==> config.mk <==
export PLATFORM = sky130hd
export DESIGN_NAME = basic_line_lexer_core
export DESIGN_NICKNAME = d
export VERILOG_FILES = /design/src/hdl/bll_pkg.sv /design/src/hdl/bll_out_fifo.sv /design/src/hdl/basic_line_lexer_core.sv
export VERILOG_INCLUDE_DIRS = /design/src /design/src/hdl
export SDC_FILE = /design/constraint.sdc
export NUM_CORES = 1
export LEC_CHECK = 0
export ABC_AREA = 1
export BUFFER_PORTS_ARGS = -buffer_cell sky130_fd_sc_hd__buf_2
export CAP_MARGIN = 10
export CORE_ASPECT_RATIO = 0.75
export CORE_MARGIN = 2
export CORE_UTILIZATION = 55
export DETAILED_ROUTE_END_ITERATION = 8
export PLACE_DENSITY = 0.73
export SLEW_MARGIN = 0
export SYNTH_ARGS = -nofsm -noshare
export SYNTH_HDL_FRONTEND = slang
export SYNTH_SLANG_ARGS = --single-unit
==> constraint.sdc <==
create_clock -name clk_i -period 3.75 [get_ports clk_i]
set_input_delay 0.1875 -clock clk_i [delete_from_list [all_inputs] [get_ports clk_i]]
set_output_delay 0.1875 -clock clk_i [all_outputs]
set_load 0.01 [all_outputs]
==> src/hdl/basic_line_lexer_core_assert.svh <==
// Assertion macros shared by the lexer RTL.
// All checks are sampled on clk_i and are off while rst_ni is low.
`ifndef BASIC_LINE_LEXER_CORE_ASSERT_SVH
`define BASIC_LINE_LEXER_CORE_ASSERT_SVH

// Plain property check.
`define BLL_ASSERT(label, prop, msg) \
  label: assert property (@(posedge clk_i) disable iff (!rst_ni) (prop)) \
    else $error(msg);

// Same-cycle implication check.
`define BLL_ASSERT_IMP(label, ante, cons, msg) \
  label: assert property (@(posedge clk_i) disable iff (!rst_ni) (ante) |-> (cons)) \
    else $error(msg);

// Next-cycle implication check.
`define BLL_ASSERT_NEXT(label, ante, cons, msg) \
  label: assert property (@(posedge clk_i) disable iff (!rst_ni) (ante) |=> (cons)) \
    else $error(msg);

`endif

==> src/hdl/bll_pkg.sv <==
package bll_pkg;

  // Token kinds
  localparam logic [3:0] K_END     = 4'd0;
  localparam logic [3:0] K_LET     = 4'd1;
  localparam logic [3:0] K_PRINT   = 4'd2;
  localparam logic [3:0] K_INPUT   = 4'd3;
  localparam logic [3:0] K_NUMBER  = 4'd4;
  localparam logic [3:0] K_LABEL   = 4'd5;
  localparam logic [3:0] K_ADD     = 4'd6;
  localparam logic [3:0] K_SUB     = 4'd7;
  localparam logic [3:0] K_MUL     = 4'd8;
  localparam logic [3:0] K_DIV     = 4'd9;
  localparam logic [3:0] K_EQUAL   = 4'd10;
  localparam logic [3:0] K_STRING  = 4'd11;
  localparam logic [3:0] K_LPAREN  = 4'd12;
  localparam logic [3:0] K_RPAREN  = 4'd13;
  localparam logic [3:0] K_COMMA   = 4'd14;
  localparam logic [3:0] K_INVALID = 4'd15;

  // Pending-token code for "nothing pending"
  localparam logic [3:0] K_NONE    = 4'd0;

  localparam logic [2:0] ALL_CANDIDATES = 3'b111;

  // Characters
  localparam logic [7:0] CH_NUL     = 8'h00;
  localparam logic [7:0] CH_SPACE   = 8'h20;
  localparam logic [7:0] CH_QUOTE   = 8'h22;
  localparam logic [7:0] CH_DOLLAR  = 8'h24;
  localparam logic [7:0] CH_PERCENT = 8'h25;

  // Result queue
  localparam int FIFO_DEPTH = 4;
  localparam int FIFO_AW    = 2;

  typedef struct packed {
    logic [3:0] kind;
    logic [5:0] start;
    logic [6:0] length;
    logic       eol;
  } result_t;

  typedef struct packed {
    logic first;
    logic second;
  } push_t;

  // Keyword table: 0 LET, 1 PRINT, 2 INPUT
  function automatic logic [2:0] kw_len(input logic [1:0] k);
    logic [2:0] len;
    case (k)
      2'd0:    len = 3'd3;
      2'd1:    len = 3'd5;
      2'd2:    len = 3'd5;
      default: len = 3'd0;
    endcase
    return len;
  endfunction

  function automatic logic [3:0] kw_kind(input logic [1:0] k);
    logic [3:0] kind;
    case (k)
      2'd0:    kind = K_LET;
      2'd1:    kind = K_PRINT;
      2'd2:    kind = K_INPUT;
      default: kind = K_LABEL;
    endcase
    return kind;
  endfunction

  function automatic logic [7:0] kw_letter(input logic [1:0] k, input logic [2:0] pos);
    logic [7:0] ch;
    case ({k, pos})
      {2'd0, 3'd0}: ch = "L";
      {2'd0, 3'd1}: ch = "E";
      {2'd0, 3'd2}: ch = "T";
      {2'd1, 3'd0}: ch = "P";
      {2'd1, 3'd1}: ch = "R";
      {2'd1, 3'd2}: ch = "I";
      {2'd1, 3'd3}: ch = "N";
      {2'd1, 3'd4}: ch = "T";
      {2'd2, 3'd0}: ch = "I";
      {2'd2, 3'd1}: ch = "N";
      {2'd2, 3'd2}: ch = "P";
      {2'd2, 3'd3}: ch = "U";
      {2'd2, 3'd4}: ch = "T";
      default:      ch = CH_NUL;
    endcase
    return ch;
  endfunction

  // Single-character tokens; anything else that gets here is invalid
  function automatic logic [3:0] single_kind(input logic [7:0] c);
    logic [3:0] kind;
    case (c)
      "+":     kind = K_ADD;
      "-":     kind = K_SUB;
      "*":     kind = K_MUL;
      "/":     kind = K_DIV;
      "=":     kind = K_EQUAL;
      "(":     kind = K_LPAREN;
      ")":     kind = K_RPAREN;
      ",":     kind = K_COMMA;
      default: kind = K_INVALID;
    endcase
    return kind;
  endfunction

endpackage

==> src/hdl/bll_out_fifo.sv <==
`include "basic_line_lexer_core_assert.svh"

module bll_out_fifo (
  input  logic                      clk_i,
  input  logic                      rst_ni,
  input  bll_pkg::push_t            push_i,
  input  bll_pkg::result_t          data0_i,
  input  bll_pkg::result_t          data1_i,
  input  logic                      pop_i,
  output bll_pkg::result_t          head_o,
  output logic [bll_pkg::FIFO_AW:0] count_o
);

  bll_pkg::result_t mem_q [bll_pkg::FIFO_DEPTH];

  logic [bll_pkg::FIFO_AW-1:0] wr_ptr_q, wr_ptr_d;
  logic [bll_pkg::FIFO_AW-1:0] rd_ptr_q, rd_ptr_d;
  logic [bll_pkg::FIFO_AW:0]   count_q, count_d;
  logic [bll_pkg::FIFO_AW:0]   n_push;
  logic [bll_pkg::FIFO_AW-1:0] wr_ptr_p1;

  assign wr_ptr_p1 = wr_ptr_q + 1'b1;
  assign n_push    = (bll_pkg::FIFO_AW+1)'(push_i.first) + (bll_pkg::FIFO_AW+1)'(push_i.second);

  always_comb begin
    wr_ptr_d = wr_ptr_q + n_push[bll_pkg::FIFO_AW-1:0];
    rd_ptr_d = rd_ptr_q + (bll_pkg::FIFO_AW)'(pop_i);
    count_d  = count_q + n_push - (bll_pkg::FIFO_AW+1)'(pop_i);
  end

  always_ff @(posedge clk_i or negedge rst_ni) begin
    if (!rst_ni) begin
      wr_ptr_q <= '0;
      rd_ptr_q <= '0;
      count_q  <= '0;
    end else begin
      wr_ptr_q <= wr_ptr_d;
      rd_ptr_q <= rd_ptr_d;
      count_q  <= count_d;
    end
  end

  always_ff @(posedge clk_i) begin
    if (push_i.first) begin
      mem_q[wr_ptr_q] <= data0_i;
    end
    if (push_i.second) begin
      mem_q[wr_ptr_p1] <= data1_i;
    end
  end

  assign head_o  = mem_q[rd_ptr_q];
  assign count_o = count_q;

  `BLL_ASSERT(a_fifo_bound, count_q <= (bll_pkg::FIFO_AW+1)'(bll_pkg::FIFO_DEPTH),
              "result queue overfilled")
  `BLL_ASSERT_IMP(a_fifo_pair, push_i.second, push_i.first,
                  "second slot pushed without the first")
  `BLL_ASSERT_IMP(a_fifo_no_underflow, pop_i, count_q != '0,
                  "pop from empty result queue")

endmodule

==> src/hdl/basic_line_lexer_core.sv <==
// Streaming BASIC line lexer, one character item per unstalled cycle.
// The item that ends a token passes through the input register, then the lexer
// step writes the token into the result queue, whose head drives the output.
// Throughput: 1 item per cycle while the 4-entry result queue has room for
// two results; items yield 0, 1 or 2 results, drained one per unstalled cycle.
// Reset (rst_ni low, async): no token pending, column 0, queue empty.
`include "basic_line_lexer_core_assert.svh"

module basic_line_lexer_core #(
  parameter int LINE_SIZE = 64
) (
  input  logic       clk_i,
  input  logic       rst_ni,
  // input item channel
  input  logic       in_valid_i,
  output logic       in_stall_o,
  input  logic [7:0] char_code_i,
  // result item channel
  output logic       out_valid_o,
  input  logic       out_stall_i,
  output logic [3:0] kind_o,
  output logic [5:0] start_column_o,
  output logic [6:0] token_length_o,
  output logic       end_of_line_o
);

  // Column and length counters both saturate at LINE_SIZE.
  localparam int            CW       = $clog2(LINE_SIZE + 1);
  localparam logic [CW-1:0] LAST_COL = CW'(LINE_SIZE - 1);
  localparam logic [CW-1:0] MAX_COL  = CW'(LINE_SIZE);

  // ---------------------------------------------------------------------
  // Input register
  // ---------------------------------------------------------------------
  logic       in_valid_q, in_valid_d;
  logic [7:0] char_q;
  logic       room;
  logic       consume;
  logic       in_accept;

  logic [bll_pkg::FIFO_AW:0] fifo_count;

  // Room is judged from the registered queue count only, so the stall does
  // not depend combinationally on out_stall_i.
  assign room       = fifo_count <= (bll_pkg::FIFO_AW+1)'(bll_pkg::FIFO_DEPTH - 2);
  assign consume    = in_valid_q && room;
  assign in_stall_o = in_valid_q && !room;
  assign in_accept  = in_valid_i && !in_stall_o;
  assign in_valid_d = in_accept || (in_valid_q && !consume);

  always_ff @(posedge clk_i or negedge rst_ni) begin
    if (!rst_ni) begin
      in_valid_q <= 1'b0;
    end else begin
      in_valid_q <= in_valid_d;
    end
  end

  always_ff @(posedge clk_i) begin
    if (in_accept) begin
      char_q <= char_code_i;
    end
  end

  // ---------------------------------------------------------------------
  // Line state
  // ---------------------------------------------------------------------
  logic [3:0]    pend_kind_q, pend_kind_d;
  logic [CW-1:0] pend_start_q, pend_start_d;
  logic [CW-1:0] pend_len_q, pend_len_d;
  logic [2:0]    cand_q, cand_d;
  logic [CW-1:0] column_q, column_d;
  logic          discard_q, discard_d;

  // Drop keyword candidates whose letter at pos differs from c.
  function automatic logic [2:0] narrow(input logic [2:0] cand, input logic [7:0] c,
                                        input logic [CW-1:0] pos);
    logic [2:0] keep;
    keep = cand;
    for (int k = 0; k < 3; k++) begin
      if (!(pos < CW'(bll_pkg::kw_len(2'(k))) &&
            c == bll_pkg::kw_letter(2'(k), pos[2:0]))) begin
        keep[k] = 1'b0;
      end
    end
    return keep;
  endfunction

  // ---------------------------------------------------------------------
  // Lexer step
  // ---------------------------------------------------------------------
  logic [7:0]       c;
  logic             is_upper, is_digit, is_label_tail;
  logic [CW-1:0]    col;
  logic [CW-1:0]    grown_len;
  logic [CW-1:0]    flush_len;
  logic [3:0]       flush_kind;
  logic             flush_v, tok_v;
  bll_pkg::result_t flush_res, tok_res;
  bll_pkg::result_t res0, res1;
  bll_pkg::push_t   push;

  assign c             = char_q;
  assign is_upper      = (c >= "A") && (c <= "Z");
  assign is_digit      = (c >= "0") && (c <= "9");
  assign is_label_tail = is_upper || (c == bll_pkg::CH_PERCENT) || (c == bll_pkg::CH_DOLLAR);
  assign col           = (column_q < LAST_COL) ? column_q : LAST_COL;
  assign grown_len     = (pend_len_q < MAX_COL) ? pend_len_q + 1'b1 : pend_len_q;

  // Pending label resolves to a keyword when the spelling matched in full.
  always_comb begin
    flush_kind = pend_kind_q;
    if (pend_kind_q == bll_pkg::K_LABEL) begin
      for (int k = 2; k >= 0; k--) begin
        if (cand_q[k] && pend_len_q == CW'(bll_pkg::kw_len(2'(k)))) begin
          flush_kind = bll_pkg::kw_kind(2'(k));
        end
      end
    end
  end

  always_comb begin
    pend_kind_d  = pend_kind_q;
    pend_start_d = pend_start_q;
    pend_len_d   = pend_len_q;
    cand_d       = cand_q;
    column_d     = column_q;
    discard_d    = discard_q;
    flush_v      = 1'b0;
    flush_len    = pend_len_q;
    tok_v        = 1'b0;
    tok_res      = '0;

    if (consume) begin
      if (c == bll_pkg::CH_NUL) begin
        // End of line: flush whatever is pending, then the end token.
        flush_v        = pend_kind_q != bll_pkg::K_NONE;
        tok_v          = 1'b1;
        tok_res.kind   = bll_pkg::K_END;
        tok_res.start  = 6'(col);
        tok_res.length = 7'd0;
        tok_res.eol    = 1'b1;
        pend_kind_d    = bll_pkg::K_NONE;
        pend_start_d   = '0;
        pend_len_d     = '0;
        cand_d         = bll_pkg::ALL_CANDIDATES;
        column_d       = '0;
        discard_d      = 1'b0;
      end else begin
        column_d = (column_q < MAX_COL) ? column_q + 1'b1 : column_q;
        if (discard_q) begin
          // rest of line is skipped
        end else if (pend_kind_q == bll_pkg::K_STRING) begin
          pend_len_d = grown_len;
          if (c == bll_pkg::CH_QUOTE) begin
            // closing quote is part of the string
            flush_v      = 1'b1;
            flush_len    = grown_len;
            pend_kind_d  = bll_pkg::K_NONE;
            pend_start_d = '0;
            pend_len_d   = '0;
            cand_d       = bll_pkg::ALL_CANDIDATES;
          end
        end else if (pend_kind_q == bll_pkg::K_LABEL && is_label_tail) begin
          cand_d     = narrow(cand_q, c, pend_len_q);
          pend_len_d = grown_len;
        end else if (pend_kind_q == bll_pkg::K_NUMBER && is_digit) begin
          pend_len_d = grown_len;
        end else begin
          // Token boundary: close the pending token, then look at c afresh.
          flush_v      = pend_kind_q != bll_pkg::K_NONE;
          pend_kind_d  = bll_pkg::K_NONE;
          pend_start_d = '0;
          pend_len_d   = '0;
          cand_d       = bll_pkg::ALL_CANDIDATES;
          if (c == bll_pkg::CH_SPACE) begin
            // separator only
          end else if (is_digit) begin
            pend_kind_d  = bll_pkg::K_NUMBER;
            pend_start_d = col;
            pend_len_d   = CW'(1);
          end else if (is_upper) begin
            pend_kind_d  = bll_pkg::K_LABEL;
            pend_start_d = col;
            pend_len_d   = CW'(1);
            cand_d       = narrow(bll_pkg::ALL_CANDIDATES, c, '0);
          end else if (c == bll_pkg::CH_QUOTE) begin
            pend_kind_d  = bll_pkg::K_STRING;
            pend_start_d = col;
            pend_len_d   = CW'(1);
          end else begin
            // one-character token; an invalid one kills the rest of the line
            tok_v          = 1'b1;
            tok_res.kind   = bll_pkg::single_kind(c);
            tok_res.start  = 6'(col);
            tok_res.length = 7'd1;
            tok_res.eol    = 1'b0;
            discard_d      = bll_pkg::single_kind(c) == bll_pkg::K_INVALID;
          end
        end
      end
    end
  end

  always_comb begin
    flush_res.kind   = flush_kind;
    flush_res.start  = 6'(pend_start_q);
    flush_res.length = 7'(flush_len);
    flush_res.eol    = 1'b0;
  end

  // Flushed token always goes ahead of the new one.
  assign res0        = flush_v ? flush_res : tok_res;
  assign res1        = tok_res;
  assign push.first  = flush_v || tok_v;
  assign push.second = flush_v && tok_v;

  always_ff @(posedge clk_i or negedge rst_ni) begin
    if (!rst_ni) begin
      pend_kind_q  <= bll_pkg::K_NONE;
      pend_start_q <= '0;
      pend_len_q   <= '0;
      cand_q       <= bll_pkg::ALL_CANDIDATES;
      column_q     <= '0;
      discard_q    <= 1'b0;
    end else begin
      pend_kind_q  <= pend_kind_d;
      pend_start_q <= pend_start_d;
      pend_len_q   <= pend_len_d;
      cand_q       <= cand_d;
      column_q     <= column_d;
      discard_q    <= discard_d;
    end
  end

  // ---------------------------------------------------------------------
  // Result queue and output
  // ---------------------------------------------------------------------
  bll_pkg::result_t head;
  logic             pop;

  assign out_valid_o = fifo_count != '0;
  assign pop         = out_valid_o && !out_stall_i;

  bll_out_fifo u_out_fifo (
    .clk_i   (clk_i),
    .rst_ni  (rst_ni),
    .push_i  (push),
    .data0_i (res0),
    .data1_i (res1),
    .pop_i   (pop),
    .head_o  (head),
    .count_o (fifo_count)
  );

  assign kind_o         = head.kind;
  assign start_column_o = head.start;
  assign token_length_o = head.length;
  assign end_of_line_o  = head.eol;

  // ---------------------------------------------------------------------
  // Checks
  // ---------------------------------------------------------------------
  `BLL_ASSERT_IMP(a_discard_idle, discard_q, pend_kind_q == bll_pkg::K_NONE,
                  "token pending while discarding")
  `BLL_ASSERT(a_len_bound, pend_len_q <= MAX_COL, "pending length past line size")
  `BLL_ASSERT_NEXT(a_eol_clears, consume && (char_q == bll_pkg::CH_NUL),
                   (column_q == '0) && (pend_kind_q == bll_pkg::K_NONE) && !discard_q,
                   "line state not cleared after end of line")
  `BLL_ASSERT_IMP(a_eol_shape, out_valid_o && end_of_line_o,
                  (kind_o == bll_pkg::K_END) && (token_length_o == 7'd0),
                  "malformed end token")

endmodule
==> flow_summary.yaml <==
final_layout:
  area_delta_synth_final_pct: 15.1
  fill_cells: 1046
  diodes: 0
  regArea_um2: 3040
  final_net_count: 942
  drive_gt1_frac: 0.147
  final_area_um2: 7770
  multiInputGateArea_um2: 3240
sta:
  tightest_slew_ns: 0.917
  slew_headroom: 0.385
  period_needed_ns: 3.44
  post-route-period-util: 0.917
  fmax_ghz: 0.291
  fin_tns_setup_ns: 0
  final_hold_viol_count: 0
  setup_viol: 0
  slew_viol_final: 0
  skew_ns: 0.00763
  grt_setup_unrepaired: "no"
floorplan:
  die_h_um: 99.9
  top_level_ports: 32
  rows: 35
  dieArea_um2: 13200
  die_w_um: 132
  start_util: 0.556
  core_um2: 12100
setup_path:
  worstSetupEndpointType: "register"
  crit_top_cell: "nand2_1"
  path_cells: "nor2_2 -> inv_1 -> nor2_2 -> nand2_1 -> nor2_4 -> nand2_2 -> clkinv_1 -> nand2_1 -> nand2_4 -> inv_4 -> ha_1 -> nor3_1 -> inv_2 -> nand2_1 -> buf_4 -> nand2_1 -> a21oi_1"
  crit_slowest_cell: "edfxtp_1"
  crit_start: "c[0]$_DFFE_PP_"
  cp.required_ns: 4.02
  setup.worst_path.start_class: "register"
  max_stage_delay_ns: 0.52
  critical_path_class: "reg2reg"
  crit_fanout: 13
  r2r_start: "c[0]$_DFFE_PP_"
  cp_data_arrival_time_ns: 3.71
logic_synthesis:
  synth_fa_ha_area_frac: 0.0271
  synth_top_family_by_area: "simple AND/OR/NAND/NOR gates"
  synth_top_cell_by_area: "edfxtp_1"
  syn-num-nets: 900
  synth_ff_type: "edfxtp_1"
  synth_cell_types: 41
  synth-seq-area-share: 0.451
  avgSynthCellArea_um2: 7.72
  netlist.area_leader.share: 0.249
  syn_area_um2: 6750
  synth_mux_area_frac: 0
  synth-compound-area-share: 0.119
  synth_area_leaders: "edfxtp_1, dfrtp_1, nand3_1, nand2_1, dfxtp_1"
  ys_warn_count: 0
  synth-edff-count: 56
  synth_cells: 874
  ys_async_sr_fraction: 0.304
  synth_simple_gate_area_frac: 0.316
  synthXorXnorAreaFrac: 0.0182
  ys_ff_latch: 115
hold_path:
  worstHoldStart: "out_stall_i"
  hp-class: "in2reg"
clock_network:
  clk_pin_slew_ns: 0.06
  clock-sinks: 115
  htreeDepth: 4
  cts-buffers-inserted: 17
  root_buffer: "clkbuf_16"
  ctsLongestPathBuffers: 2
  cts_tree: "yes"
  clk_latency_ns: 0.42
drt:
  num_vias: 6383
  drtAntennaViolNets: 0
  drc: 0
  firstDrtPassIters: 6
  drt-total-wl_mm: 18.3
  first_iter_violations: 646
  post_drt_wl_per_cell_um: 16.7
  avgViaCountPerCell: 5.83
placement:
  place_area_um2: 7070
  dpl.hpwl_mm: 13.3
  gp_congestion: 0.932
  io_buffers: 31
global_routing:
  grt_usage: 0.290
  grt_max_degree: 38
  gr-total-overflow: 0
  grt_pass1_vias: 5807
  antenna_found_initial: 0
  grt_pass1_wl_mm: 29.8
pwr:
  p_leak_nw: 3.43
  vdd_drop_max_uv: 410
  power.density_nw_per_um2: 616
  fin_total_pwr_mw: 4.79
run:
  max_cap_viol_count: 0
run_status:
  status: "finished clean"
-- placed cells by master (no fill, tap or decap), drive strengths merged --
cell	count
xnor2	2
o21a	1
clkbuf	18
nor3	14
clkinv	6
o21ai	97
nand3	135
a221oi	1
o31ai	1
o22ai	21
edfxtp	56
dfrtp	32
nand3b	1
nand4	12
dfxtp	24
bufinv	2
a21oi	23
fa	1
buf	48
a21boi	1
inv	85
xor2	12
or2	4
ha	13
nor4	1
o211ai	3
nand2	201
dlygate4sd3	10
nor2	101
dfstp	3
-- cell families (layout without fill, tap and decap cells) --
group	after synthesis	after routing
buffers and inverters	114	169
flip-flops	115	115
AND/OR/NAND/NOR	469	469
adder cells (fa/ha/maj)	14	14
AO/OA/AOI/OAI	148	148
XOR/XNOR	14	14
-- critical path, delay by kind of cell (launching register included) --
kind,cells,cell delay (ns)
and+or+nand+nor,10,1.60
buffers and inverters,5,0.74
DFF,1,0.52
adders and majority gates,1,0.27
AOI/OAI and AO/OA,1,0.13
-- stage by stage --
step                      hold slack, ns  setup WS, ns  std cells  utilization
after detailed placement           0.341         0.379       1053        0.583
after CTS                          0.231         0.302       1095        0.640
after global placement             0.333         0.566       1053        0.583
after floorplan                   -0.108         0.832        874            -
after global routing               0.224        0.0169       1095        0.640
final                              0.238         0.312       1095        0.640
-- sequential cells by signal, summed over array words and instances (netlist names) --
signal	count
column_q	7
pend_len_q	7
u_out_fifo.mem_q	72
pend_start_q	6
u_out_fifo.wr_ptr_q	2
cand_q	3
pend_kind_q	3
u_out_fifo.count_o	3
u_out_fifo.rd_ptr_q	2
c	8
discard_q	1
in_valid_q	1
-- cell type report --
type,count,share of cell area
clock buffer,18,0.0552
clock inverter,14,0.0216
inverter,79,0.0385
multi-input combinational,645,0.417
sequential,115,0.392
tap,166,0.0267
timing repair buffer,58,0.0493
-- worst paths after layout --
check	slack (ns)	cells after the start	endpoint
max	0.31	17	u_out_fifo.mem_q[0][0]$_DFFE_PP_
min	0.24	3	u_out_fifo.rd_ptr_q[0]$_DFF_PN0_
max reg2reg	0.31	17	u_out_fifo.mem_q[0][0]$_DFFE_PP_
min reg2reg	0.46	2	cand_q[2]$_DFFE_PN1P_
max in group asynchronous	2.82	2	column_q[5]$_DFFE_PN0P_
min in group asynchronous	0.40	2	pend_len_q[0]$_DFFE_PN0P_
-- power breakdown --
| group | switching, mW | leakage [nW] | internal (mW) | total (mW) |
|---|---|---|---|---|
| Clock | 0.643 | 0.293 | 1.00 | 1.64 |
| Combinational | 1.02 | 1.99 | 0.496 | 1.51 |
| Sequential | 0.152 | 1.15 | 1.48 | 1.63 |
-- per-layer routing --
metal | share of wire | track usage | vias up
li1 | - | - | 3047
met1 | 0.46 | 0.418 | 2937
met2 | 0.43 | 0.444 | 355
met3 | 0.089 | 0.0566 | 44
met4 | 0.019 | 0.0911 | 0
met5 | 0 | 0 | -
-- timing repair --
item / in CTS / in global routing
buffers inserted: 0 / 0
hold endpoints to repair: 41 / 0
gates resized for setup: 0 / 3
endpoints found under the setup margin: 0 / 22
hold buffers: 10 / 0
-- cell usage after synthesis (3+ instances only) --
cell	number
o211ai_1	3
dfstp_2	3
nand4_1	11
dfxtp_1	24
xor2_1	12
or2_2	4
edfxtp_1	56
buf_2	5
nor3_1	14
dfrtp_1	32
nor2_2	6
clkbuf_1	23
inv_2	5
nor2_1	91
ha_1	13
inv_1	71
nand3_1	134
nand2_2	26
o21ai_1	26
a21oi_1	22
o21ai_0	71
nand2_1	173
o22ai_1	21
buf_6	4
nor2_4	4
No activity file was read; power rests on OpenSTA's default activity.
